**src/rtl/ptt_pkg.sv**
```systemverilog
package ptt_pkg;

  localparam int NUM_SLOTS   = 16;
  localparam int PERIOD_BITS = 16;
  localparam int TAG_BITS    = 8;

  // widths fixed by the port fields
  localparam int ACT_W     = 3;
  localparam int ID_W      = 5;
  localparam int PERIOD_W  = 16;
  localparam int TAG_IN_W  = 8;
  localparam int TAG_OUT_W = 8;

  localparam int IDX_W = (NUM_SLOTS > 1) ? $clog2(NUM_SLOTS) : 1;
  localparam int CNT_W = IDX_W + 1;
  localparam int CMP_W = ((ID_W > CNT_W) ? ID_W : CNT_W) + 1;

  typedef enum logic [ACT_W-1:0] {
    ACT_CREATE   = 3'd0,
    ACT_DELETE   = 3'd1,
    ACT_START    = 3'd2,
    ACT_STOP     = 3'd3,
    ACT_TICK     = 3'd4,
    ACT_DISPATCH = 3'd5
  } action_e;

  typedef enum logic [1:0] {
    ST_IDLE,
    ST_SET_RUN,
    ST_SCAN
  } state_e;

  typedef struct packed {
    logic                   running;
    logic [PERIOD_BITS-1:0] count;
    logic [PERIOD_BITS-1:0] period;
    logic [TAG_BITS-1:0]    tag;
  } slot_entry_t;

  localparam int ENTRY_W = $bits(slot_entry_t);

  typedef struct packed {
    logic             set;
    logic             clr;
    logic [IDX_W-1:0] idx;
  } used_cmd_t;

  typedef struct packed {
    logic             found;
    logic [IDX_W-1:0] idx;
  } free_t;

  typedef struct packed {
    logic                 status;
    logic [ID_W-1:0]      slot;
    logic [TAG_OUT_W-1:0] tag;
    logic                 disp;
    logic                 last;
  } result_t;

endpackage

```
**src/rtl/ptt_slot_ram.sv**
```systemverilog
module ptt_slot_ram #(
  parameter int DEPTH = 16,
  parameter int WIDTH = 8,
  parameter int AW    = (DEPTH > 1) ? $clog2(DEPTH) : 1
) (
  input  logic             clk_i,
  input  logic             we_i,
  input  logic [AW-1:0]    waddr_i,
  input  logic [WIDTH-1:0] wdata_i,
  input  logic             re_i,
  input  logic [AW-1:0]    raddr_i,
  output logic [WIDTH-1:0] rdata_o
);

  logic [WIDTH-1:0] mem [DEPTH];
  logic [WIDTH-1:0] rdata_q;

  always_ff @(posedge clk_i) begin
    if (we_i) begin
      mem[waddr_i] <= wdata_i;
    end
  end

  always_ff @(posedge clk_i) begin
    if (re_i) begin
      rdata_q <= mem[raddr_i];
    end
  end

  assign rdata_o = rdata_q;

endmodule

```
**src/rtl/ptt_seq.sv**
```systemverilog
module ptt_seq (
  input  logic                                clk_i,
  input  logic                                rst_ni,
  input  logic                                start,
  output logic                                busy,
  input  logic [ptt_pkg::ACT_W-1:0]           action_i,
  input  logic [ptt_pkg::ID_W-1:0]            task_id_i,
  input  logic [ptt_pkg::PERIOD_W-1:0]        period_i,
  input  logic [ptt_pkg::TAG_IN_W-1:0]        handler_tag_i,
  input  logic [ptt_pkg::NUM_SLOTS-1:0]       used_i,
  input  ptt_pkg::free_t                      free_i,
  output ptt_pkg::used_cmd_t                  used_cmd_o,
  output logic                                ram_we_o,
  output logic [ptt_pkg::IDX_W-1:0]           ram_waddr_o,
  output logic [ptt_pkg::ENTRY_W-1:0]         ram_wdata_o,
  output logic                                ram_re_o,
  output logic [ptt_pkg::IDX_W-1:0]           ram_raddr_o,
  input  logic [ptt_pkg::ENTRY_W-1:0]         ram_rdata_i,
  output logic                                res_valid_o,
  output ptt_pkg::result_t                    res_o
);

  localparam int IDX_W = ptt_pkg::IDX_W;
  localparam int CNT_W = ptt_pkg::CNT_W;
  localparam int CMP_W = ptt_pkg::CMP_W;
  localparam int PB    = ptt_pkg::PERIOD_BITS;

  ptt_pkg::state_e    state_q, state_d;
  ptt_pkg::action_e   act_q, act_d;
  logic [CNT_W-1:0]   cnt_q, cnt_d;
  logic               vld_q;
  logic [IDX_W-1:0]   pidx_q;
  logic [IDX_W-1:0]   sidx_q, sidx_d;
  logic               pend_vld_q, pend_vld_d;
  logic [IDX_W-1:0]   pend_idx_q, pend_idx_d;
  logic [ptt_pkg::TAG_BITS-1:0] pend_tag_q, pend_tag_d;
  logic               res_vld_q, res_vld_d;
  ptt_pkg::result_t   res_q, res_d;

  ptt_pkg::slot_entry_t rd_entry, wr_entry;
  logic [CMP_W-1:0]   id_m1;
  logic [IDX_W-1:0]   id_idx;
  logic               id_ok;
  logic               scan_more;
  logic [PB-1:0]      count_inc;

  assign rd_entry  = ram_rdata_i;
  assign id_m1     = CMP_W'(task_id_i) - CMP_W'(1);
  assign id_idx    = id_m1[IDX_W-1:0];
  assign id_ok     = (task_id_i != '0) && (CMP_W'(task_id_i) <= CMP_W'(ptt_pkg::NUM_SLOTS))
                     && used_i[id_idx];
  assign scan_more = (cnt_q < CNT_W'(ptt_pkg::NUM_SLOTS));
  assign count_inc = rd_entry.count + PB'(1);
  assign busy      = (state_q != ptt_pkg::ST_IDLE);

  always_comb begin
    state_d     = state_q;
    act_d       = act_q;
    cnt_d       = cnt_q;
    sidx_d      = sidx_q;
    pend_vld_d  = pend_vld_q;
    pend_idx_d  = pend_idx_q;
    pend_tag_d  = pend_tag_q;
    used_cmd_o  = '0;
    ram_we_o    = 1'b0;
    ram_waddr_o = pidx_q;
    wr_entry    = rd_entry;
    ram_re_o    = 1'b0;
    ram_raddr_o = cnt_q[IDX_W-1:0];
    res_vld_d   = 1'b0;
    res_d       = '0;
    res_d.last  = 1'b1;

    unique case (state_q)
      ptt_pkg::ST_IDLE: begin
        if (start) begin
          res_vld_d = 1'b1;
          unique case (action_i)
            ptt_pkg::ACT_CREATE: begin
              res_d.status = !free_i.found;
              if (free_i.found) begin
                used_cmd_o.set   = 1'b1;
                used_cmd_o.idx   = free_i.idx;
                ram_we_o         = 1'b1;
                ram_waddr_o      = free_i.idx;
                wr_entry.running = 1'b0;
                wr_entry.count   = '0;
                wr_entry.period  = PB'(period_i);
                wr_entry.tag     = ptt_pkg::TAG_BITS'(handler_tag_i);
                res_d.slot       = ptt_pkg::ID_W'(CNT_W'(free_i.idx) + CNT_W'(1));
              end
            end
            ptt_pkg::ACT_DELETE: begin
              res_d.status   = !id_ok;
              used_cmd_o.clr = id_ok;
              used_cmd_o.idx = id_idx;
            end
            ptt_pkg::ACT_START, ptt_pkg::ACT_STOP: begin
              if (id_ok) begin
                // read the entry now, write the run flag back next cycle
                res_vld_d   = 1'b0;
                ram_re_o    = 1'b1;
                ram_raddr_o = id_idx;
                sidx_d      = id_idx;
                act_d       = ptt_pkg::action_e'(action_i);
                state_d     = ptt_pkg::ST_SET_RUN;
              end else begin
                res_d.status = 1'b1;
              end
            end
            ptt_pkg::ACT_TICK, ptt_pkg::ACT_DISPATCH: begin
              res_vld_d  = 1'b0;
              cnt_d      = '0;
              pend_vld_d = 1'b0;
              act_d      = ptt_pkg::action_e'(action_i);
              state_d    = ptt_pkg::ST_SCAN;
            end
            default: begin
              res_d.status = 1'b1;
            end
          endcase
        end
      end

      ptt_pkg::ST_SET_RUN: begin
        ram_we_o         = 1'b1;
        ram_waddr_o      = sidx_q;
        wr_entry.running = (act_q == ptt_pkg::ACT_START);
        res_vld_d        = 1'b1;
        state_d          = ptt_pkg::ST_IDLE;
      end

      ptt_pkg::ST_SCAN: begin
        if (scan_more) begin
          ram_re_o = 1'b1;
          cnt_d    = cnt_q + CNT_W'(1);
        end
        if (vld_q && used_i[pidx_q]) begin
          if (act_q == ptt_pkg::ACT_TICK) begin
            if (!rd_entry.running) begin
              ram_we_o = 1'b1;
              if (count_inc >= rd_entry.period) begin
                wr_entry.count   = '0;
                wr_entry.running = 1'b1;
              end else begin
                wr_entry.count = count_inc;
              end
            end
          end else if (rd_entry.running) begin
            // hold one hit back so the final beat can carry last
            if (pend_vld_q) begin
              res_vld_d  = 1'b1;
              res_d.slot = ptt_pkg::ID_W'(CNT_W'(pend_idx_q) + CNT_W'(1));
              res_d.tag  = ptt_pkg::TAG_OUT_W'(pend_tag_q);
              res_d.disp = 1'b1;
              res_d.last = 1'b0;
            end
            pend_vld_d = 1'b1;
            pend_idx_d = pidx_q;
            pend_tag_d = rd_entry.tag;
            if (rd_entry.period != '0) begin
              ram_we_o         = 1'b1;
              wr_entry.running = 1'b0;
            end
          end
        end
        if (!scan_more && !vld_q) begin
          res_vld_d = 1'b1;
          if (act_q == ptt_pkg::ACT_DISPATCH && pend_vld_q) begin
            res_d.slot = ptt_pkg::ID_W'(CNT_W'(pend_idx_q) + CNT_W'(1));
            res_d.tag  = ptt_pkg::TAG_OUT_W'(pend_tag_q);
            res_d.disp = 1'b1;
          end
          state_d = ptt_pkg::ST_IDLE;
        end
      end

      default: begin
        state_d = ptt_pkg::ST_IDLE;
      end
    endcase
  end

  assign ram_wdata_o = wr_entry;

  always_ff @(posedge clk_i or negedge rst_ni) begin
    if (!rst_ni) begin
      state_q    <= ptt_pkg::ST_IDLE;
      act_q      <= ptt_pkg::ACT_CREATE;
      cnt_q      <= '0;
      vld_q      <= 1'b0;
      pend_vld_q <= 1'b0;
      res_vld_q  <= 1'b0;
    end else begin
      state_q    <= state_d;
      act_q      <= act_d;
      cnt_q      <= cnt_d;
      vld_q      <= (state_q == ptt_pkg::ST_SCAN) && scan_more;
      pend_vld_q <= pend_vld_d;
      res_vld_q  <= res_vld_d;
    end
  end

  always_ff @(posedge clk_i) begin
    pidx_q     <= cnt_q[IDX_W-1:0];
    sidx_q     <= sidx_d;
    pend_idx_q <= pend_idx_d;
    pend_tag_q <= pend_tag_d;
    res_q      <= res_d;
  end

  assign res_valid_o = res_vld_q;
  assign res_o       = res_q;

endmodule

```
**src/rtl/periodic_task_timer_table.sv**
```systemverilog
// Table of periodic task slots with ids 1 to NUM_SLOTS, driven by one command beat at a time.
// A command is taken when start is high and busy is low. Create, delete and an unknown action
// finish from the idle state; start and stop on a live slot also pass through a write-back state,
// since the slot entry is read from the slot RAM and written back. Tick and dispatch walk the
// slot RAM one slot per cycle through its single read port. Every result beat sits on the result
// ports for one cycle, marked by result_valid_o, in the cycle after the work that made it; the
// receiver cannot stall, so it must take every beat. A dispatch emits one beat per running
// slot in ascending id order, with gaps where slots are not running, or one beat with no slot
// if none runs, and flags the final beat with last_o; every other command gives one beat with
// last_o set. The next command can be given in the cycle a result is shown.
module periodic_task_timer_table (
  input  logic                           clk_i,
  input  logic                           rst_ni,
  input  logic                           start,
  output logic                           busy,
  input  logic [ptt_pkg::ACT_W-1:0]      action_i,
  input  logic [ptt_pkg::ID_W-1:0]       task_id_i,
  input  logic [ptt_pkg::PERIOD_W-1:0]   period_i,
  input  logic [ptt_pkg::TAG_IN_W-1:0]   handler_tag_i,
  output logic                           result_valid_o,
  output logic                           status_o,
  output logic [ptt_pkg::ID_W-1:0]       slot_out_o,
  output logic [ptt_pkg::TAG_OUT_W-1:0]  tag_out_o,
  output logic                           is_dispatch_o,
  output logic                           last_o
);

  localparam int N = ptt_pkg::NUM_SLOTS;

  logic [N-1:0]                    used_q, used_d;
  ptt_pkg::free_t                  free;
  ptt_pkg::used_cmd_t              used_cmd;
  logic                            ram_we;
  logic [ptt_pkg::IDX_W-1:0]       ram_waddr;
  logic [ptt_pkg::ENTRY_W-1:0]     ram_wdata;
  logic                            ram_re;
  logic [ptt_pkg::IDX_W-1:0]       ram_raddr;
  logic [ptt_pkg::ENTRY_W-1:0]     ram_rdata;
  ptt_pkg::result_t                res;

  // lowest free slot
  always_comb begin
    free = '0;
    for (int i = N - 1; i >= 0; i--) begin
      if (!used_q[i]) begin
        free.found = 1'b1;
        free.idx   = ptt_pkg::IDX_W'(i);
      end
    end
  end

  always_comb begin
    used_d = used_q;
    if (used_cmd.set) begin
      used_d[used_cmd.idx] = 1'b1;
    end
    if (used_cmd.clr) begin
      used_d[used_cmd.idx] = 1'b0;
    end
  end

  always_ff @(posedge clk_i or negedge rst_ni) begin
    if (!rst_ni) begin
      used_q <= '0;
    end else begin
      used_q <= used_d;
    end
  end

  ptt_seq u_seq (
    .clk_i         (clk_i),
    .rst_ni        (rst_ni),
    .start         (start),
    .busy          (busy),
    .action_i      (action_i),
    .task_id_i     (task_id_i),
    .period_i      (period_i),
    .handler_tag_i (handler_tag_i),
    .used_i        (used_q),
    .free_i        (free),
    .used_cmd_o    (used_cmd),
    .ram_we_o      (ram_we),
    .ram_waddr_o   (ram_waddr),
    .ram_wdata_o   (ram_wdata),
    .ram_re_o      (ram_re),
    .ram_raddr_o   (ram_raddr),
    .ram_rdata_i   (ram_rdata),
    .res_valid_o   (result_valid_o),
    .res_o         (res)
  );

  ptt_slot_ram #(
    .DEPTH (N),
    .WIDTH (ptt_pkg::ENTRY_W),
    .AW    (ptt_pkg::IDX_W)
  ) u_ram (
    .clk_i   (clk_i),
    .we_i    (ram_we),
    .waddr_i (ram_waddr),
    .wdata_i (ram_wdata),
    .re_i    (ram_re),
    .raddr_i (ram_raddr),
    .rdata_o (ram_rdata)
  );

  assign status_o      = res.status;
  assign slot_out_o    = res.slot;
  assign tag_out_o     = res.tag;
  assign is_dispatch_o = res.disp;
  assign last_o        = res.last;

endmodule

```
**config.mk**
```make
export PLATFORM = sky130hd
export DESIGN_NAME = periodic_task_timer_table
export DESIGN_NICKNAME = d
export VERILOG_FILES = /design/src/rtl/ptt_pkg.sv /design/src/rtl/ptt_slot_ram.sv /design/src/rtl/ptt_seq.sv /design/src/rtl/periodic_task_timer_table.sv
export SDC_FILE = /design/constraint.sdc
export NUM_CORES = 1
export LEC_CHECK = 0
export BUFFER_PORTS_ARGS = -buffer_cell sky130_fd_sc_hd__buf_2
export CAP_MARGIN = 20
export CORE_ASPECT_RATIO = 0.8
export CORE_MARGIN = 2
export CORE_UTILIZATION = 45
export DETAILED_ROUTE_END_ITERATION = 8
export GPL_TIMING_DRIVEN = 0
export SETUP_SLACK_MARGIN = 0.4
export SLEW_MARGIN = 5
export SYNTH_ARGS = -nofsm -noshare
export SYNTH_HDL_FRONTEND = slang
export SYNTH_HIERARCHICAL = 1
export SYNTH_SLANG_ARGS = --single-unit
```
**constraint.sdc**
```tcl
create_clock -name clk_i -period 5.7 [get_ports clk_i]
set_input_delay 1.14 -clock clk_i [delete_from_list [all_inputs] [get_ports clk_i]]
set_output_delay 1.14 -clock clk_i [all_outputs]
set_load 0.05 [all_outputs]
```
==> reports/metrics.cfg <==
[clock_network]
postCtsHoldBufs = 0
cts_tree = yes
clkLatencyLatePin_ns = 0.63
clk_root_buffer_cell = clkbuf_16
cts_resized = 0
path_clk_slew_ns = 0.06
post-cts-setup-buffers = 0
cts_sinks = 762
cts_made_buffers = 75
cts_buffer_depth = 3
cts_max_level = 3

[yosys]
ys_types = 73
syn_nets = 1665
ys_async_sr_fraction_pct = 3.81
yosys_register_bits = 762
yosys_warnings = 6
synth_sequential_area_ratio_pct = 74.2
synthTopCellsByArea = edfxtp_1, mux4_2, dfrtp_1, a22oi_1, nand2_1
synth_area_um2 = 30400
yosysTopAreaCell = edfxtp_1
syn_avg_cell_area_um2 = 18.9
synth_ff_type = edfxtp_1
synth_top_cell_area_share_pct = 70.5
synth_edf_count = 713
yosysMostFrequentCell = edfxtp_1
synthTopCellsByCount = edfxtp_1, mux4_2, nand2_1
syn_inst = 1609

[worst_hold_path]
hp-start = u_seq/pidx_q[0]
hp-class = reg -> reg

[placed_design]
place.gp.congestion = 0.841
postPlaceCellArea_um2 = 32600
portBuffers = 50
hpwlAfterDp_um = 48300
place_ws_ns = 0.0869

[route]
ant_nets = 0
drc = 0
firstDrtPassIters = 7
drt-initial-drc-count = 1729
routed-via-count = 16400
wl_per_cell_um = 27.6
totalWireLength_um = 74900
viasPerCell = 6.05

[global_route]
track_usage_pct = 21.9
grt_pass1_vias = 16000
grt_max_degree = 30
grt_overflow = 0
grt_pass1_wl_um = 109000
antenna_found_initial = 1

[critical_path]
r2r_slack_ns = 0.88
crit_buf_inv = 5
worstSetupPathDepth = 14
r2r-end = u_ram/mem[1][23]
crit_end = u_ram/rdata_o[34]
crit_chain = buf_6 -> inv_1 -> ha_1 -> xor2_1 -> mux4_2 -> nor4_4 -> buf_6 -> nand2_1 -> o21ai_0 -> buf_2 -> buf_1 -> mux4_2 -> a22oi_1 -> nand2_1
critPathTopFamily = buffers and inverters
required_ns = 6.04
start_kind = input pin
setup.worst_path.start = task_id_i[0]
r2r-start = used_q[2]
critical_path_class = in -> reg
critical_path_arrival_ns = 5.38
end_kind = flop
critPathMaxFanout = 13
reg2regPathDepth = 12
slowest_delay_ns = 0.78
cpMaxStageDelayCell = buf_1

[finish]
area_growth_pct = 15.6
layout-drive-gt1-share_pct = 24.5
diodes = 0
utilization_pct = 52.4
nets = 1842
fin_area_um2 = 35100

[pwr]
p_per_area_nw_per_um2 = 495
p_leak_nw = 11.6
irDropWorstVdd_mv = 0.302

[sta]
rsz0062_at_grt = no
finalCriticalPeriod_ns = 5.04
worst_slew_pin_slew_ns = 1.03
finalSetupViolations = 0
timing.fmax_mhz = 198
relSlewSlack_pct = 30.9
drv_slew = 0
fin_skew_ns = 0.0250
finalHoldViolations = 0
fin_ws_ns = 0.659
post-route-period-util_pct = 88.4
holdWs_ns = 0.436

[floorplan]
ios = 53
start_util_pct = 45.3
rows = 85
core_area_um2 = 67000
die_w_um = 294
dieArea_um2 = 69600
die_h_um = 236

[status]
status = finished, final reports clean

[run]
drv_cap = 0

## per-stage QoR
| stage | setup TNS (ns) | cells | total power [mW] |
|---|---|---|---|
| after floorplan | 0 | 1609 | 10.8 |
| after global placement | -1564.76 | 2529 | 12.2 |
| after detailed placement | 0 | 2574 | 12.5 |
| after CTS | 0 | 2712 | 17.5 |
| after global routing | 0 | 2717 | 18.1 |
| final | 0 | 2717 | 17.4 |
## layout make-up
type	count	area [um^2]
fill	5322	31900
clock buffer	92	2000
timing repair buffer	100	1040
sequential	762	22500
tap	870	1090
clock inverter	46	479
inverter	40	150
buffer	72	345
multi-input combinational	735	7460
## cells in the final DEF, fill, tap and decap left out, types with 13 or more instances in the layout
cell type,synthesis,final
edfxtp_1,713,713
mux4_2,171,171
nand2_1,132,132
a22oi_1,87,87
clkbuf_16,0,77
buf_2,20,75
a21oi_1,51,51
clkbuf_1,27,40
inv_1,38,38
o21ai_0,40,33
dfrtp_1,29,29
nor2_1,38,26
ha_1,21,21
dfxtp_1,20,20
nand3_1,19,19
buf_4,9,18
buf_12,0,18
clkinv_1,0,14
clkinv_2,0,14
buf_1,13,13
## registers in the layout, summed over array words and instances (netlist names)
| name | count |
|---|---|
| u_seq/act_q | 3 |
| u_seq/pidx_q | 4 |
| u_seq/cnt_q | 5 |
| u_seq/vld_q | 1 |
| u_seq/pend_tag_q | 8 |
| used_q | 16 |
| u_seq/res_o | 16 |
| u_seq/state_q | 2 |
| u_seq/sidx_q | 4 |
| u_seq/pend_idx_q | 4 |
| u_ram/mem | 656 |
| u_seq/pend_vld_q | 1 |
| u_seq/res_valid_o | 1 |
| u_ram/rdata_o | 41 |
## where the power goes
| part | total [mW] | internal [mW] | switching [mW] |
|---|---|---|---|
| sequential | 7.59 | 7.34 | 0.244 |
| combinational | 4.80 | 1.80 | 3.00 |
| clock | 5.00 | 2.92 | 2.08 |
## cells by family after synthesis
logic type / after synthesis / share of synthesized area [%]
xor+xnor: 13 / 0.400
compound gates: 229 / 5.03
fa+ha+maj: 21 / 0.866
buf+inv: 112 / 1.63
flops: 762 / 74.2
simple gates: 292 / 4.71
mux: 180 / 13.1
## metal layers
| metal | GRT usage, % | vias up | share of wire, % |
|---|---|---|---|
| met4 | 6.32 | 0 | 2.4 |
| met5 | 0 | - | 0 |
| li1 | - | 6934 | - |
| met2 | 32.2 | 707 | 45 |
| met1 | 33.3 | 8687 | 44 |
| met3 | 4.27 | 100 | 8.2 |
## worst reg2reg max path: cells and delay by family (launching register included)
family	cells	cell delay (ns)
AND/OR/NAND/NOR	7	2.64
AO/OA/AOI/OAI	2	0.79
buffers and inverters	3	0.62
flip-flops	1	0.47
## worst min-delay path by stage
| stage | slack [ns] | to | cells after the start |
|---|---|---|---|
| detailed placement | 0.42 | u_seq/pidx_q[1] | 0 |
| finish | 0.44 | u_seq/pend_idx_q[0] | 0 |
| floorplan | 0.39 | u_seq/pidx_q[1] | 0 |
| CTS | 0.44 | u_seq/pidx_q[1] | 0 |
| global placement | 0.42 | u_seq/pidx_q[1] | 0 |
| global route | 0.45 | u_seq/pidx_q[1] | 0 |
(Power assumes the default switching activity.)
